--- config.mk ---
export PLATFORM = sky130hd
export DESIGN_NAME = afu_post
export DESIGN_NICKNAME = d
export VERILOG_FILES = /design/src/activation_function_unit_macros.svh /design/src/afu_pkg.sv /design/src/afu_post.sv
export SDC_FILE = /design/constraint.sdc
export NUM_CORES = 2
export LEC_CHECK = 0
export ABC_AREA = 1
export BUFFER_PORTS_ARGS = -buffer_cell sky130_fd_sc_hd__buf_2
export CORE_MARGIN = 2
export CORE_UTILIZATION = 58
export DETAILED_ROUTE_END_ITERATION = 8
export PLACE_DENSITY = 0.75
export REMOVE_ABC_BUFFERS = 1
export SETUP_SLACK_MARGIN = 0.5
export SLEW_MARGIN = 20
export SYNTH_ARGS = -nofsm -noshare
export SYNTH_HDL_FRONTEND = slang
export SYNTH_SLANG_ARGS = --single-unit
export TNS_END_PERCENT = 100
--- constraint.sdc ---
create_clock -name clk -period 23.2 [get_ports clk]
set_input_delay 2.32 -clock clk [delete_from_list [all_inputs] [get_ports clk]]
set_output_delay 2.32 -clock clk [all_outputs]
set_load 0.1 [all_outputs]
--- src/activation_function_unit_macros.svh ---
// assertion macros shared by the activation function unit
`ifndef ACTIVATION_FUNCTION_UNIT_MACROS_SVH
`define ACTIVATION_FUNCTION_UNIT_MACROS_SVH

// same-cycle implication, checked on clk, off while rst_n is low
`define AFU_ASSERT_IMP(lbl, ante, cons) \
  lbl: assert property (@(posedge clk) disable iff (!rst_n) (ante) |-> (cons)) \
    else $error("afu check failed");

// next-cycle implication, checked on clk, off while rst_n is low
`define AFU_ASSERT_NXT(lbl, ante, cons) \
  lbl: assert property (@(posedge clk) disable iff (!rst_n) (ante) |=> (cons)) \
    else $error("afu check failed");

`endif

--- src/afu_pkg.sv ---
// types, fixed-point constants and rounding helpers of the activation function unit
package afu_pkg;

  typedef enum logic [2:0] {
    OP_GELU    = 3'd0,
    OP_ERF     = 3'd1,
    OP_TANH    = 3'd2,
    OP_SIGMOID = 3'd3,
    OP_MAX     = 3'd4
  } op_t;

  typedef struct packed {
    logic vld;
    op_t  op;
  } ctl_t;

  typedef struct packed {
    logic        neg;
    logic [31:0] bypass;
  } side_t;

  localparam int QBITS      = 31;
  localparam int IN_TDATA_W = 72;

  localparam longint GC1 = (64'd306923  * 64'd1073741824 + 64'd500000) / 64'd1000000;
  localparam longint GC2 = (64'd501000  * 64'd1073741824 + 64'd500000) / 64'd1000000;
  localparam longint GCM = (64'd1002000 * 64'd1073741824 + 64'd500000) / 64'd1000000;
  localparam longint GCK = (64'd997729  * 64'd1073741824 + 64'd500000) / 64'd1000000;
  localparam longint GCB = (64'd4004    * 64'd1073741824 + 64'd500000) / 64'd1000000;
  localparam longint EA3 = (64'd34298   * 64'd1073741824 + 64'd500000) / 64'd1000000;
  localparam longint EB0 = (64'd995000  * 64'd1073741824 + 64'd500000) / 64'd1000000;
  localparam longint EB2 = (64'd378089  * 64'd1073741824 + 64'd500000) / 64'd1000000;
  localparam longint EK  = (64'd1106774 * 64'd1073741824 + 64'd500000) / 64'd1000000;
  localparam longint TA3 = (64'd53639   * 64'd1073741824 + 64'd500000) / 64'd1000000;
  localparam longint TB0 = (64'd901220  * 64'd1073741824 + 64'd500000) / 64'd1000000;
  localparam longint TB2 = (64'd343141  * 64'd1073741824 + 64'd500000) / 64'd1000000;
  localparam longint TK  = (64'd900021  * 64'd1073741824 + 64'd500000) / 64'd1000000;
  localparam longint CB16     = (GCB + 64'd8192) >> 14;
  localparam longint HALF_Q30 = 64'd536870912;

  localparam logic signed [31:0] LIM2 = 32'sd131072;
  localparam logic signed [31:0] LIM3 = 32'sd196608;
  localparam logic signed [31:0] LIM6 = 32'sd393216;

  // round v / 2^s to nearest, ties away from zero
  function automatic logic signed [71:0] rnd(input logic signed [71:0] v,
                                             input int unsigned s);
    logic [71:0] m;
    logic [71:0] r;
    m = v[71] ? 72'(-v) : 72'(v);
    r = (m + (72'd1 << (s - 1))) >> s;
    return v[71] ? -$signed(r) : $signed(r);
  endfunction

  function automatic logic signed [31:0] clampx(input logic signed [31:0] v,
                                                input logic signed [31:0] lim);
    logic signed [31:0] r;
    r = v;
    if (v > lim) r = lim;
    if (v < -lim) r = -lim;
    return r;
  endfunction

  function automatic logic [31:0] sat32(input logic signed [71:0] v);
    logic [31:0] r;
    r = v[31:0];
    if (v > 72'sd2147483647) r = 32'h7fff_ffff;
    if (v < -72'sd2147483648) r = 32'h8000_0000;
    return r;
  endfunction

endpackage

--- src/afu_post.sv ---
// back stages: output scale, sigmoid offset, rounding to q15.16 and result select
module afu_post (
  input  logic                          clk,
  input  logic                          rst_n,
  input  logic                          en,
  input  afu_pkg::ctl_t                 in_ctl,
  input  logic [afu_pkg::QBITS-1:0]     in_q,
  input  afu_pkg::side_t                in_side,
  output logic                          out_valid,
  output logic [31:0]                   out_result
);

  afu_pkg::ctl_t      c_r [3];
  logic signed [63:0] kp1_r;
  afu_pkg::side_t     s1_r, s2_r;
  logic signed [33:0] t2_r;
  logic [31:0]        res3_r;

  logic signed [31:0] ksel;
  logic signed [71:0] t_full, v_full, r_full;
  logic [31:0]        res_nxt;

  always_comb begin
    ksel   = (in_ctl.op == afu_pkg::OP_ERF) ? 32'(afu_pkg::EK) : 32'(afu_pkg::TK);
    t_full = afu_pkg::rnd(72'(kp1_r), 30);
    if (s1_r.neg) t_full = -t_full;
    if (c_r[1].op == afu_pkg::OP_SIGMOID) begin
      v_full = 72'(afu_pkg::HALF_Q30) + afu_pkg::rnd(72'(t2_r), 1);
    end else begin
      v_full = 72'(t2_r);
    end
    r_full = afu_pkg::rnd(v_full, 14);
    case (c_r[1].op)
      afu_pkg::OP_ERF, afu_pkg::OP_TANH, afu_pkg::OP_SIGMOID: res_nxt = afu_pkg::sat32(r_full);
      default: res_nxt = s2_r.bypass;
    endcase
  end

  always_ff @(posedge clk) begin
    if (!rst_n) begin
      for (int i = 0; i < 3; i++) c_r[i] <= '0;
    end else if (en) begin
      c_r[0] <= in_ctl;
      c_r[1] <= c_r[0];
      c_r[2] <= c_r[1];
    end
  end

  always_ff @(posedge clk) begin
    if (en) begin
      kp1_r  <= ksel * $signed({1'b0, in_q});
      s1_r   <= in_side;
      t2_r   <= 34'(t_full);
      s2_r   <= s1_r;
      res3_r <= res_nxt;
    end
  end

  assign out_valid  = c_r[2].vld;
  assign out_result = res3_r;

endmodule

### Word level (Yosys, flattened, before mapping)

Memories as Yosys holds them, arrays and structs flattened.
Index checks and enable logic that the tools add are counted.
W data, S select, Z words.

| word-level totals | value |
|---|---|
| register bits | 193 |
| bits in writable memories | 12 |
| input bits | 71 |
| output and inout bits | 33 |
| logic and storage cells | 48 |
| memories | 1 |

Memory list:

| name | words | width | rd ports | clocked after Yosys merged registers in | write ports | line | source |
|---|---|---|---|---|---|---|---|
| c_r | 3 | 4 | 3 | 0 | 3 | afu_post.sv:13 | `afu_pkg::ctl_t c_r [3];` |

| cells by class | value |
|---|---|
| add/subtract/negate cells | 11 |
| $mul | 1 |
| $lt $le $gt $ge | 2 |
| equal/unequal tests | 4 |
| multiplexer cells | 19 |
| bitwise logic cells | 3 |
| reduce and logical (&&, ||, !) cells | 1 |

Operators with widths:

| operator | number |
|---|---|
| $mux W72 | 5 |
| $mux W32 | 3 |
| $add A31 B72 Y72 const A | 1 |
| $add A72 B1 Y72 const B | 1 |
| $add A72 B14 Y72 const B | 1 |
| $gt A72 B32 Y1 const B | 1 |
| $lt A72 B32 Y1 const B | 1 |
| $neg A34 Y72 | 1 |
| $neg A58 Y72 | 1 |
| $neg A71 Y72 | 1 |
| $neg A72 Y72 | 1 |
| $mux W34 | 2 |
| $neg A34 Y34 | 2 |
| $add A64 B30 Y64 const B | 1 |
| $mux W64 | 1 |
| $neg A62 Y64 | 1 |
| $mul A31 B31 Y62 | 1 |
| $mux W31 | 1 |
| $mux W4 | 3 |
| $eq A3 B1 Y1 const B | 2 |
| $eq A3 B2 Y1 const B | 2 |
| $mux W1 | 4 |
| $or A1 B1 Y1 | 3 |
| $reduce_or A3 Y1 | 1 |

### Depth between registers and ports, before layout

| depth | value |
|---|---|
| depth in word-level cells | 16 |
| depth in mapped cells | 52 |
| mapped depth without buffers | 52 |

### Least setup slack after synthesis

No wires, ideal clock.

| path | value |
|---|---|
| path type | input port to flip-flop |
| from | input in_ctl[1] (netlist name) |
| to | register kp1_r[61], data pin |
| setup time | 0.265 ns |
| data arrival time | 10.636 ns |
| data required time | 22.935 ns |
| setup slack | 12.299 ns |
| cell stages on the path | 39 |
| cell sequence | nor3_1 inv_1 clkbuf_1 buf_1 nor2_1 inv_1 fa_1 inv_1 fa_1 inv_1 fa_1 inv_1 fa_1 fa_1 inv_1 fa_1 inv_1 fa_1 [3 not listed] nor2_1 a211oi_1 nand2_1 a21oi_1 nand2_1 a21oi_1 o21ai_0 nand2_1 nand3_1 nand3_1 nand2_1 a21oi_1 o21ai_0 a21oi_1 o31ai_1 a21oi_1 o21ai_0 xor2_1 |

| on the way | value |
|---|---|
| longest elaborated chain between the ends | 3 |

Ends and longest elaborated chain:

| item | line | source |
|---|---|---|
| start: declaration | afu_post.sv:6 | `input afu_pkg::ctl_t in_ctl,` |
| $eq A3 B1 Y1 | afu_post.sv:24 | `ksel = (in_ctl.op == afu_pkg::OP_ERF) ? 32'(afu_pkg::EK) : 32'(afu_pkg::TK);` |
| $mux W31 | afu_post.sv:24 |  |
| $mul A31 B31 Y62 | afu_post.sv:51 | `kp1_r <= ksel * $signed({1'b0, in_q});` |
| end signal: assignment | afu_post.sv:51 |  |
| end: declaration | afu_post.sv:14 | `logic signed [63:0] kp1_r;` |

No other way between the ends.
A chain may end at the register's enable or synchronous reset.

### Final worst setup path

Ends and elaborated chain as after synthesis.

==> flow_metrics.tcl <==
set metrics [dict create \
    status "completed" \
    hpwl_um 77400 \
    dp_cells 4973 \
    yosysUniqueCellTypes 50 \
    wl_um 88700 \
    postRouteAntennaNets 0 \
    rsz0062_at_grt "no" \
    instances_no_fill 5007 \
    cts_root_buffer "clkbuf_16" \
    postCtsHoldBufs 0 \
    max_stage_delay_ns 0.60 \
    ys_ff_latch 173 \
    hp-class "reg -> reg" \
    startpoint_type "primary input" \
    grt_pass1_wl_um 143000 \
    multi_input_area_sq_um 26000 \
    fin_nets 5257 \
    gp_congestion 0.991 \
    wl_per_cell_um 17.7 \
    antenna_found_initial 2 \
    vias_per_cell 5.27 \
    clk_latency_ns 0.45 \
    h-tree-depth 4 \
    cts_max_path_buffers 2 \
    grt-ovfl-total 0 \
    rows 90 \
    yosys_warnings 0 \
    cts_tree "yes" \
    synth-main-ff-cell "edfxtp_1" \
    regArea_sq_um 5190 \
    max_freq_ghz 0.0822 \
    yosysTopAreaCellShare_pct 34.9 \
    setup.worst_path.class "in -> reg" \
    setup_viol 0 \
    async_flop_share_pct 0 \
    hold_viol_final 0 \
    post-route-period-util_pct 52.5 \
    grt_pass1_vias 27000 \
    endpoint_kind "flop" \
    cts_resized 0 \
    synth_area_sq_um 35200 \
    finalSetupTns_ns 0 \
    post_cts_buffers 0 \
    grt_max_degree 93 \
    first_pass_iters 6 \
    vias 26400 \
    final_max_slew_viol_count 0 \
    post_synth.cell_area_avg_sq_um 8.57 \
    fp.coreArea_sq_um 60100 \
    period_needed_ns 12.17 \
    die_w_um 250 \
    synth_top_area_cell "fa_1" \
    portBuffers 103 \
    cts_num_sinks 173 \
    die_area_sq_um 62600 \
    cts_made_buffers 17 \
    io_pins 104 \
    worst_pin_slew_ns 1.01 \
    fillers 5285 \
    start_util_pct 58.5 \
    fp.dieH_um 250 \
    route.detailed.drc 0 \
    maxCapViolations 0 \
    path_common_cell "fa_1" \
    syn_inst 4102 \
    worst_ep_arrival_time_ns 12.36 \
    relSlewSlack_pct 32.5 \
    area_delta_synth_final_pct 5.76 \
    skew_ns 0.0162 \
    synth-edff-count 173 \
    clk_pin_slew_ns 0.07 \
    cp_slowest_cell "clkinv_1" \
    worstPathMaxFanout 35 \
    drtIter0Drc 1883 \
    synth_area_leaders "fa_1 35%, edfxtp_1 15%, ha_1 13%" \
    seq_area_frac_synth_pct 14.8 \
    grt_use_total_pct 29.5 \
    cp.required_ns 23.39 \
    drive_gt1_share_pct 7.62 \
]
## per-layer routing
| metal | routed length, um | up-vias | global-route usage (%) |
|---|---|---|---|
| li1 | - | 12600 | - |
| met1 | 36700 | 12800 | 39.1 |
| met2 | 43000 | 841 | 49.9 |
| met3 | 6120 | 154 | 4.74 |
| met4 | 2910 | 0 | 9.34 |
| met5 | 0 | - | 0 |
## worst paths after layout
kind | to | depth (start not counted) | from | slack, ns
setup / recovery | kp1_r[61]$_DFFE_PP_ | 36 | in_ctl[1] | 11.03
hold / removal | s2_r[0]$_DFFE_PP_ | 0 | s1_r[0]$_DFFE_PP_ | 0.42
setup reg to reg | out_result[28]$_DFFE_PP_ | 42 | t2_r[33]$_SDFFCE_PN0P_ | 15.26
hold reg to reg | s2_r[0]$_DFFE_PP_ | 0 | s1_r[0]$_DFFE_PP_ | 0.42
## cells in the final DEF (no fill, tap or decap), types with 14 or more instances in the layout
master	netlist	routed
xor2_1	65	65
nor3_1	18	17
fa_1	612	612
nor2_1	271	271
nor2_2	37	37
inv_1	995	994
nand4_1	37	37
nand3b_1	14	14
nand2_1	891	891
ha_1	364	364
edfxtp_1	173	173
clkbuf_16	0	17
a21oi_1	54	54
nand3_1	228	228
nand2_2	67	67
nand3_2	16	16
nor2_4	24	24
conb_1	2	40
buf_2	10	102
xnor2_1	41	41
o21ai_0	53	53
## Yosys cell counts (3+ instances only)
master    number
nor4_1         4
nand4_1       37
nand2_2       67
nand3b_1      14
nand2_4       10
o211ai_1       5
a31oi_1        7
fa_1         612
inv_2         10
xnor2_1       41
o21a_1         4
nand3_4        4
buf_6          5
inv_1        995
nor3_1        18
nand3_1      228
nand3_2       16
a211oi_1       7
xor2_1        65
o21ai_0       53
clkbuf_1      35
a21oi_1       54
or2_2          3
o21ai_1        5
nor2_4        24
ha_1         364
buf_1          6
edfxtp_1     173
buf_2         10
nand2_1      891
nor2_1       271
nor2_2        37
o311ai_0       3
## final cells by class
type	count	area share [%]
antenna	2	0.0135
timing repair buffer	110	1.54
clock inverter	15	0.495
sequential	173	14.0
clock buffer	17	1.14
multi-input combinational	2900	70.0
inverter	1008	10.2
tap	782	2.63
## stage by stage
step                      area [sq um]  utilization, %  setup slack (ns)  hold WS, ns
final                            37200            61.8             11.03        0.421
after global routing             37200            61.8             10.47        0.423
after CTS                        37200            61.8             11.07        0.422
after detailed placement         36600            60.8             10.61        0.405
after global placement           36600            60.8             10.75        0.400
after floorplan                  35000               -             12.03        0.400
## registers in the layout, summed over array words and instances, names as in the netlist
| register | cells |
|---|---|
| s1_r | 33 |
| kp1_r | 33 |
| out_result | 32 |
| t2_r | 34 |
| c_r | 9 |
| s2_r | 32 |
## critical path: cells and delay by family
kind | cells | cell delay [ns]
buf+inv | 6 | 1.59
xor+xnor | 1 | 0.16
simple gates | 10 | 1.56
compound gates | 10 | 2.09
fa+ha+maj | 9 | 4.59
## cells by family (layout without fill, tap and decap cells)
| group | after synthesis | count (layout) | synth area share (%) |
|---|---|---|---|
| AND/OR/NAND/NOR | 1627 | 1627 | 20.7 |
| buffers and inverters | 1067 | 1150 | 11.6 |
| adder cells (fa/ha/maj) | 976 | 976 | 47.8 |
| flip-flops | 173 | 173 | 14.8 |
| AO/OA/AOI/OAI | 151 | 151 | 2.46 |
| XOR/XNOR | 106 | 106 | 2.64 |
| other | 2 | 42 | 0.0214 |
Power is not shown: default switching activity piles up to over one toggle a cycle in this logic, so the estimate is an artifact.
